**config.mk**
```make
export PLATFORM = sky130hd
export DESIGN_NAME = wto_seq
export DESIGN_NICKNAME = d
export VERILOG_FILES = /design/src/design/wto_pkg.sv /design/src/design/wto_seq.sv
export SDC_FILE = /design/constraint.sdc
export NUM_CORES = 1
export LEC_CHECK = 0
export BUFFER_PORTS_ARGS = -buffer_cell sky130_fd_sc_hd__buf_2
export CAP_MARGIN = 20
export CORE_AREA = 2 2 39 41
export DETAILED_ROUTE_END_ITERATION = 8
export DIE_AREA = 0 0 41 43
export PLACE_DENSITY = 0.66
export REMOVE_ABC_BUFFERS = 1
export SLEW_MARGIN = 15
export SYNTH_ARGS = -nofsm -noshare
export SYNTH_HDL_FRONTEND = slang
export SYNTH_SLANG_ARGS = --single-unit
```
**constraint.sdc**
```tcl
create_clock -name i_clk -period 1.53 [get_ports i_clk]
set_input_delay 0.153 -clock i_clk [delete_from_list [all_inputs] [get_ports i_clk]]
set_output_delay 0.153 -clock i_clk [all_outputs]
set_load 0.005 [all_outputs]
```
**src/design/wto_pkg.sv**
```systemverilog
// Shared types, constants and the microcode program of the wavetable oscillator.
// No dependencies; every other file of the block imports this package.
`timescale 1ns / 1ps
`default_nettype none

package wto_pkg;

    localparam int TABLE_BITS_DEF = 12;
    localparam int FRAC_BITS_DEF  = 20;

    localparam int SAMPLE_W     = 16;
    localparam int ADDR_IN_W    = 12;
    localparam int PHASE_INC_W  = 32;
    localparam int MOD_SCALE_W  = 24;
    localparam int GAIN_W       = 16;
    localparam int GAIN_FRAC    = 14;
    localparam int MOD_SHIFT    = 15;
    localparam int MUL_A_W      = SAMPLE_W + 1;
    localparam int S_TDATA_W    = 48;
    localparam int CFG_IDX_W    = 3;
    localparam int CFG_DATA_W   = 32;

    localparam logic [GAIN_W-1:0] GAIN_RESET = GAIN_W'(16384);

    typedef enum logic [CFG_IDX_W-1:0] {
        CFG_PHASE_INC = 3'd0,
        CFG_MOD_SCALE = 3'd1,
        CFG_MOD_EN    = 3'd2,
        CFG_GAIN      = 3'd3,
        CFG_INTERP    = 3'd4
    } t_cfg_idx;

    typedef struct packed {
        logic [PHASE_INC_W-1:0] phase_inc;
        logic [MOD_SCALE_W-1:0] mod_scale;
        logic                   mod_enable;
        logic [GAIN_W-1:0]      gain;
        logic                   interp;
    } t_cfg;

    // Program steps of one tick.
    typedef enum logic [2:0] {
        ST_PH_INC = 3'd0,
        ST_PH_MOD = 3'd1,
        ST_LD_A   = 3'd2,
        ST_DIFF   = 3'd3,
        ST_MUL_F  = 3'd4,
        ST_LERP   = 3'd5,
        ST_GAIN   = 3'd6,
        ST_SAT    = 3'd7
    } t_step;

    typedef enum logic [1:0] {
        MUL_NONE = 2'd0,
        MUL_MOD  = 2'd1,
        MUL_FRAC = 2'd2,
        MUL_GAIN = 2'd3
    } t_mul_sel;

    typedef enum logic [1:0] {
        PH_HOLD = 2'd0,
        PH_INC  = 2'd1,
        PH_MOD  = 2'd2
    } t_ph_op;

    typedef enum logic [1:0] {
        RD_NONE = 2'd0,
        RD_CUR  = 2'd1,
        RD_NEXT = 2'd2
    } t_rd_sel;

    typedef enum logic {
        JMP_NONE      = 1'b0,
        JMP_NO_INTERP = 1'b1
    } t_jmp;

    typedef struct packed {
        t_mul_sel mul_sel;
        t_ph_op   ph_op;
        t_rd_sel  rd_sel;
        logic     lat_a;
        logic     lat_diff;
        logic     lat_lerp;
        logic     out_load;
        t_jmp     jmp;
        t_step    target;
        logic     last;
    } t_ucode;

    localparam t_ucode UC_NOP = '{
        mul_sel:  MUL_NONE,
        ph_op:    PH_HOLD,
        rd_sel:   RD_NONE,
        lat_a:    1'b0,
        lat_diff: 1'b0,
        lat_lerp: 1'b0,
        out_load: 1'b0,
        jmp:      JMP_NONE,
        target:   ST_PH_INC,
        last:     1'b0
    };

    // Control store: one word per step.
    function automatic t_ucode uc_rom(input t_step step);
        t_ucode w;
        w = UC_NOP;
        unique case (step)
            ST_PH_INC: begin
                w.mul_sel = MUL_MOD;
                w.ph_op   = PH_INC;
            end
            ST_PH_MOD: begin
                w.ph_op  = PH_MOD;
                w.rd_sel = RD_CUR;
            end
            ST_LD_A: begin
                w.rd_sel = RD_NEXT;
                w.lat_a  = 1'b1;
                w.jmp    = JMP_NO_INTERP;
                w.target = ST_GAIN;
            end
            ST_DIFF:  w.lat_diff = 1'b1;
            ST_MUL_F: w.mul_sel  = MUL_FRAC;
            ST_LERP:  w.lat_lerp = 1'b1;
            ST_GAIN:  w.mul_sel  = MUL_GAIN;
            ST_SAT: begin
                w.out_load = 1'b1;
                w.last     = 1'b1;
            end
        endcase
        return w;
    endfunction

endpackage

`default_nettype wire

```
**src/design/wto_seq.sv**
```systemverilog
// Microcode sequencer: step counter, control store lookup and conditional jump.
// Depends on wto_pkg for the step enum and the control word.
`timescale 1ns / 1ps
`default_nettype none

module wto_seq
    import wto_pkg::*;
(
    input  wire logic   i_clk,
    input  wire logic   i_rst_n,
    input  wire logic   i_start,
    input  wire logic   i_interp,
    input  wire logic   i_out_free,
    output logic        o_busy,
    output t_ucode      o_ctrl
);

    logic   r_busy, n_busy;
    t_step  r_pc, n_pc;
    t_ucode w_cw;
    logic   w_stall;

    assign w_cw    = uc_rom(r_pc);
    assign w_stall = w_cw.out_load && !i_out_free;

    // next state
    always_comb begin
        n_busy = r_busy;
        n_pc   = r_pc;
        if (!r_busy) begin
            if (i_start) begin
                n_busy = 1'b1;
                n_pc   = ST_PH_INC;
            end
        end else if (!w_stall) begin
            if (w_cw.last) begin
                n_busy = 1'b0;
            end else if (w_cw.jmp == JMP_NO_INTERP && !i_interp) begin
                n_pc = w_cw.target;
            end else begin
                n_pc = t_step'(r_pc + 3'd1);
            end
        end
    end

    // outputs; hold the result step while the output register is full
    always_comb begin
        o_busy = r_busy;
        o_ctrl = UC_NOP;
        if (r_busy && !w_stall) begin
            o_ctrl = w_cw;
        end
    end

    always_ff @(posedge i_clk) begin
        if (!i_rst_n) begin
            r_busy <= 1'b0;
            r_pc   <= ST_PH_INC;
        end else begin
            r_busy <= n_busy;
            r_pc   <= n_pc;
        end
    end

endmodule

`default_nettype wire

```
# Word level (Yosys, flattened, before mapping)
# Index checks and enable logic that the tools add are counted.
totals:
  elab_cells: 39
  output_inout_bits: 16
  ff_bits: 4
  input_bits: 5
classes:
  mux: 18
  addsub: 1
  n_reduce_logical: 9
  eq_ne: 9
ops:
  columns: ["op", "n"]
  rows:
  - ["two-way mux 15 bit", 1]
  - ["two-way mux 3 bit", 5]
  - ["== test 3 bit, second input constant", 4]
  - ["two-way mux 1 bit", 8]
  - ["case mux 2 bit (2 select lines)", 2]
  - ["== test 3 x 2 -> 1 bit, second input constant", 2]
  - ["case mux 2 bit (3 select lines)", 1]
  - ["two-way mux 4 bit", 1]
  - ["!= test 2 bit, second input constant", 2]
  - ["adder 3 x 1 -> 3 bit, second input constant", 1]
  - ["== test 3 x 1 -> 1 bit, second input constant", 1]
  - ["logical AND 1 bit", 3]
  - ["logical NOT 1 bit", 3]
  - ["logical NOT 3 bit", 1]
  - ["AND reduction 3 bit", 1]
  - ["nonzero test 2 bit", 1]

# Longest topological paths before layout
logic_depth:
  word_depth: 7
  mapped_depth: 6
  mapped_depth_nobuf: 5

# Least setup slack after synthesis
# Ideal clock, no wire load.
synth_timing:
  path_type: "reg-to-output"
  startpoint: "register r_pc[0]"
  endpoint: "output o_ctrl[10] (netlist name)"
  arrival_time_ps: 1607
  required_ps: 1377
  path_slack_ps: -230
  n_path_buf: 1
  path_stages_with_launch: 7
  path_cell_list: "dfxtp_1 > ha_1 > ha_1 > nand2b_1 > nand2_1 > nor3b_1 > buf_4"
synth_lines:
  columns: ["element", "line", "text"]
  rows:
  - ["start: declaration", "wto_seq.sv:19", "t_step r_pc, n_pc;"]
  - ["start signal: assignment", "wto_seq.sv:61", "r_pc <= n_pc;"]
  - ["end: declaration", "wto_seq.sv:15", "output t_ucode o_ctrl"]

==> impl_metrics.ini <==
[worst_setup_path]
path_max_fanout = 5
end_kind = primary output
slowest_stage = dfxtp_4
cp_top_family = flip-flops
required_ns = 1.38
critical_path.cell_chain = ha_4 > ha_4 > nand2b_4 > nand2_4 > nor3b_2 > buf_4 > buf_2
path_buf_inv = 2
critical-path-max-stage-delay_ns = 0.35
critical_path_class = reg -> out
start_kind = flop
crit_path_frequent_cell = ha_4
cp.arrival_ns = 1.44

[route]
drt_iter0_markers = 4
wl_met2_um = 539
top_layer = met3
vias_per_cell = 4.39
ant_nets = 0
wl_per_cell_um = 10.2
routed_wl_um = 911
via_count = 391
drtPass1Iterations = 4
met1_length_um = 338
drc = 0
dr_wl_met3_um = 33

[timing]
postLayoutSetupSlackWorst_ns = -0.0606
min_period_ns = 1.59
fin_setup_tns_ns = -0.405
setup_viol = 10
fin_crit_sh_pct = 104
rsz0062_at_grt = yes
drv_slew = 0
fmax_ghz = 0.629
worst_clock_skew_ns = 0.0000855
hold_viol = 0

[final_layout]
post-route-util_pct = 47.6
final_cell_area_sq_um = 658
drive_above_1_share_pct = 61.6
syn_to_final_growth_pct = 64.9
nets = 86
fillers = 140
diodes = 0

[clocking]
insertion_delay_ns = 0.23
hold_buffers = 0
clk_pin_slew_ns = 0.03
cts_max_path_buffers = 2
cts_htree_levels = 1
clockRootBuffer = clkbuf_4
cts.sinks = 4
numCtsBuffers = 3
cts_tree = done

[placement]
place_hpwl_um = 651
io_buffers = 19
dpl_cell_area_sq_um = 503
pre_cts_ws_ns = -0.0592
gp_congestion = 0.723

[logic_synthesis]
async_reset_ff_share_pct = 0
avgSynthCellArea_sq_um = 8.15
synthCells = 49
ys_seq_area_share_pct = 20.1
synth_seq_cells = 4
yosysUniqueCellTypes = 21
ys_dominant_reg_cell = dfxtp_1
netlist_area_sq_um = 399
yosys_warnings = 0
synth_edf_count = 0

[die]
num_rows = 14
chipHeight_um = 43
dieWidth_um = 41
initial_core_util_pct = 28.8
die_area_sq_um = 1760
core_area_sq_um = 1380
pin_count = 21

[power_and_ir_drop]
ir_drop_mv = 0.329
p_per_area_nw_per_um2 = 488
p_total_mw = 0.321
leakagePower_nw = 0.321

[run]
maxCapViolCount = 0

[outcome]
failed_checks = negative setup slack
status = complete, but fails checks

[worst_hold_path]
hold_class = in -> reg

[global_routing]
grt_overflow_total = 0
grtUsageTotal_pct = 11.4
grt_pass1_wl_mm = 1.37
grt_pass1_vias = 365
antenna_found_initial = 0
grt_max_degree = 9
==> flip-flops by register name (all words and copies together) (netlist names) <==
name / flops
r_pc: 3
o_busy: 1
==> area by class of cell <==
class / instances / area [sq um] / area share, %
clock buffers: 3 / 22.5 / 3.42
inverters: 4 / 15.0 / 2.28
multi-input cells: 33 / 334 / 50.8
flip-flops and latches: 4 / 85.1 / 12.9
well taps: 16 / 20.0 / 3.04
repair buffers: 29 / 181 / 27.6
==> cells in the final DEF (no fill, tap or decap) <==
| cell | instances |
|---|---|
| buf_2 | 19 |
| buf_4 | 7 |
| inv_1 | 4 |
| nor2_1 | 3 |
| ha_1 | 3 |
| ha_4 | 3 |
| clkbuf_4 | 3 |
| buf_6 | 3 |
| nor3_4 | 2 |
| nor3b_1 | 2 |
| and3_1 | 2 |
| nand2_1 | 2 |
| o22ai_1 | 2 |
| dfxtp_1 | 2 |
| nand2b_4 | 1 |
| nand2_4 | 1 |
| mux2i_1 | 1 |
| nor2_2 | 1 |
| nor3b_2 | 1 |
| nor3_2 | 1 |
| and2_1 | 1 |
| o21ai_0 | 1 |
| nor3b_4 | 1 |
| or4b_1 | 1 |
| a21boi_1 | 1 |
| and2b_1 | 1 |
| nand3b_1 | 1 |
| conb_1 | 1 |
| dfxtp_4 | 1 |
| dfxtp_2 | 1 |
==> kinds of logic after synthesis <==
| logic type | Yosys count | share of synthesized area (%) |
|---|---|---|
| fa+ha+maj | 6 | 18.8 |
| mux | 1 | 2.51 |
| compound gates | 4 | 6.27 |
| buf+inv | 12 | 19.7 |
| simple gates | 21 | 31.7 |
| other cells | 1 | 0.940 |
| flops | 4 | 20.1 |
==> worst reg2reg max path, stage by stage (launching register included) <==
cell and delay [ns]:
dfxtp_4 0.35, ha_4 0.16, ha_4 0.16, buf_4 0.13, or4b_1 0.50, a21boi_1 0.15
==> Yosys cell counts (all sizes together) (2+ instances only) <==
library cell,number,area (sq um)
nor3,3,15.0
ha,6,75.1
nand2,3,11.3
buf,8,63.8
and3,2,12.5
dfxtp,4,80.1
inv,4,15.0
o22ai,2,12.5
nor2,4,15.0
nor3b,4,35.0
==> where the power goes <==
part | internal (mW) | switching, mW
logic | 0.0415 | 0.0387
registers | 0.110 | 0.00774
clock network | 0.0872 | 0.0361
total | 0.239 | 0.0826
==> through the flow <==
step,hold WS [ns],cells
after floorplan,0.306,41
after global placement,0.471,83
after detailed placement,0.470,83
after CTS,0.214,88
after global routing,0.236,89
final,0.226,89
==> per-layer routing <==
metal / track usage, % / vias to the layer above
met4: 6.00 / 0
li1: - / 203
met1: 11.5 / 179
met3: 1.57 / 0
met5: 0 / -
met2: 20.6 / 9
==> final timing paths <==
kind / startpoint / endpoint / slack [ns] / cells after the start
worst min register to register: r_pc[1] / r_pc[1] / 0.62 / 3
worst min-delay path: i_rst_n / r_pc[0] / 0.23 / 2
worst max register to register: r_pc[0] / r_pc[0] / 0 / 5
worst max-delay path: r_pc[0] / o_ctrl[2] / -0.06 / 7
==> repair_timing <==
| item | in CTS | in global routing |
|---|---|---|
| pin swaps | 3 | 1 |
| endpoints found under the setup margin | 12 | 12 |
| setup buffers | 2 | 1 |
| resized for setup | 18 | 5 |
No activity file was read; power rests on OpenSTA's default activity.
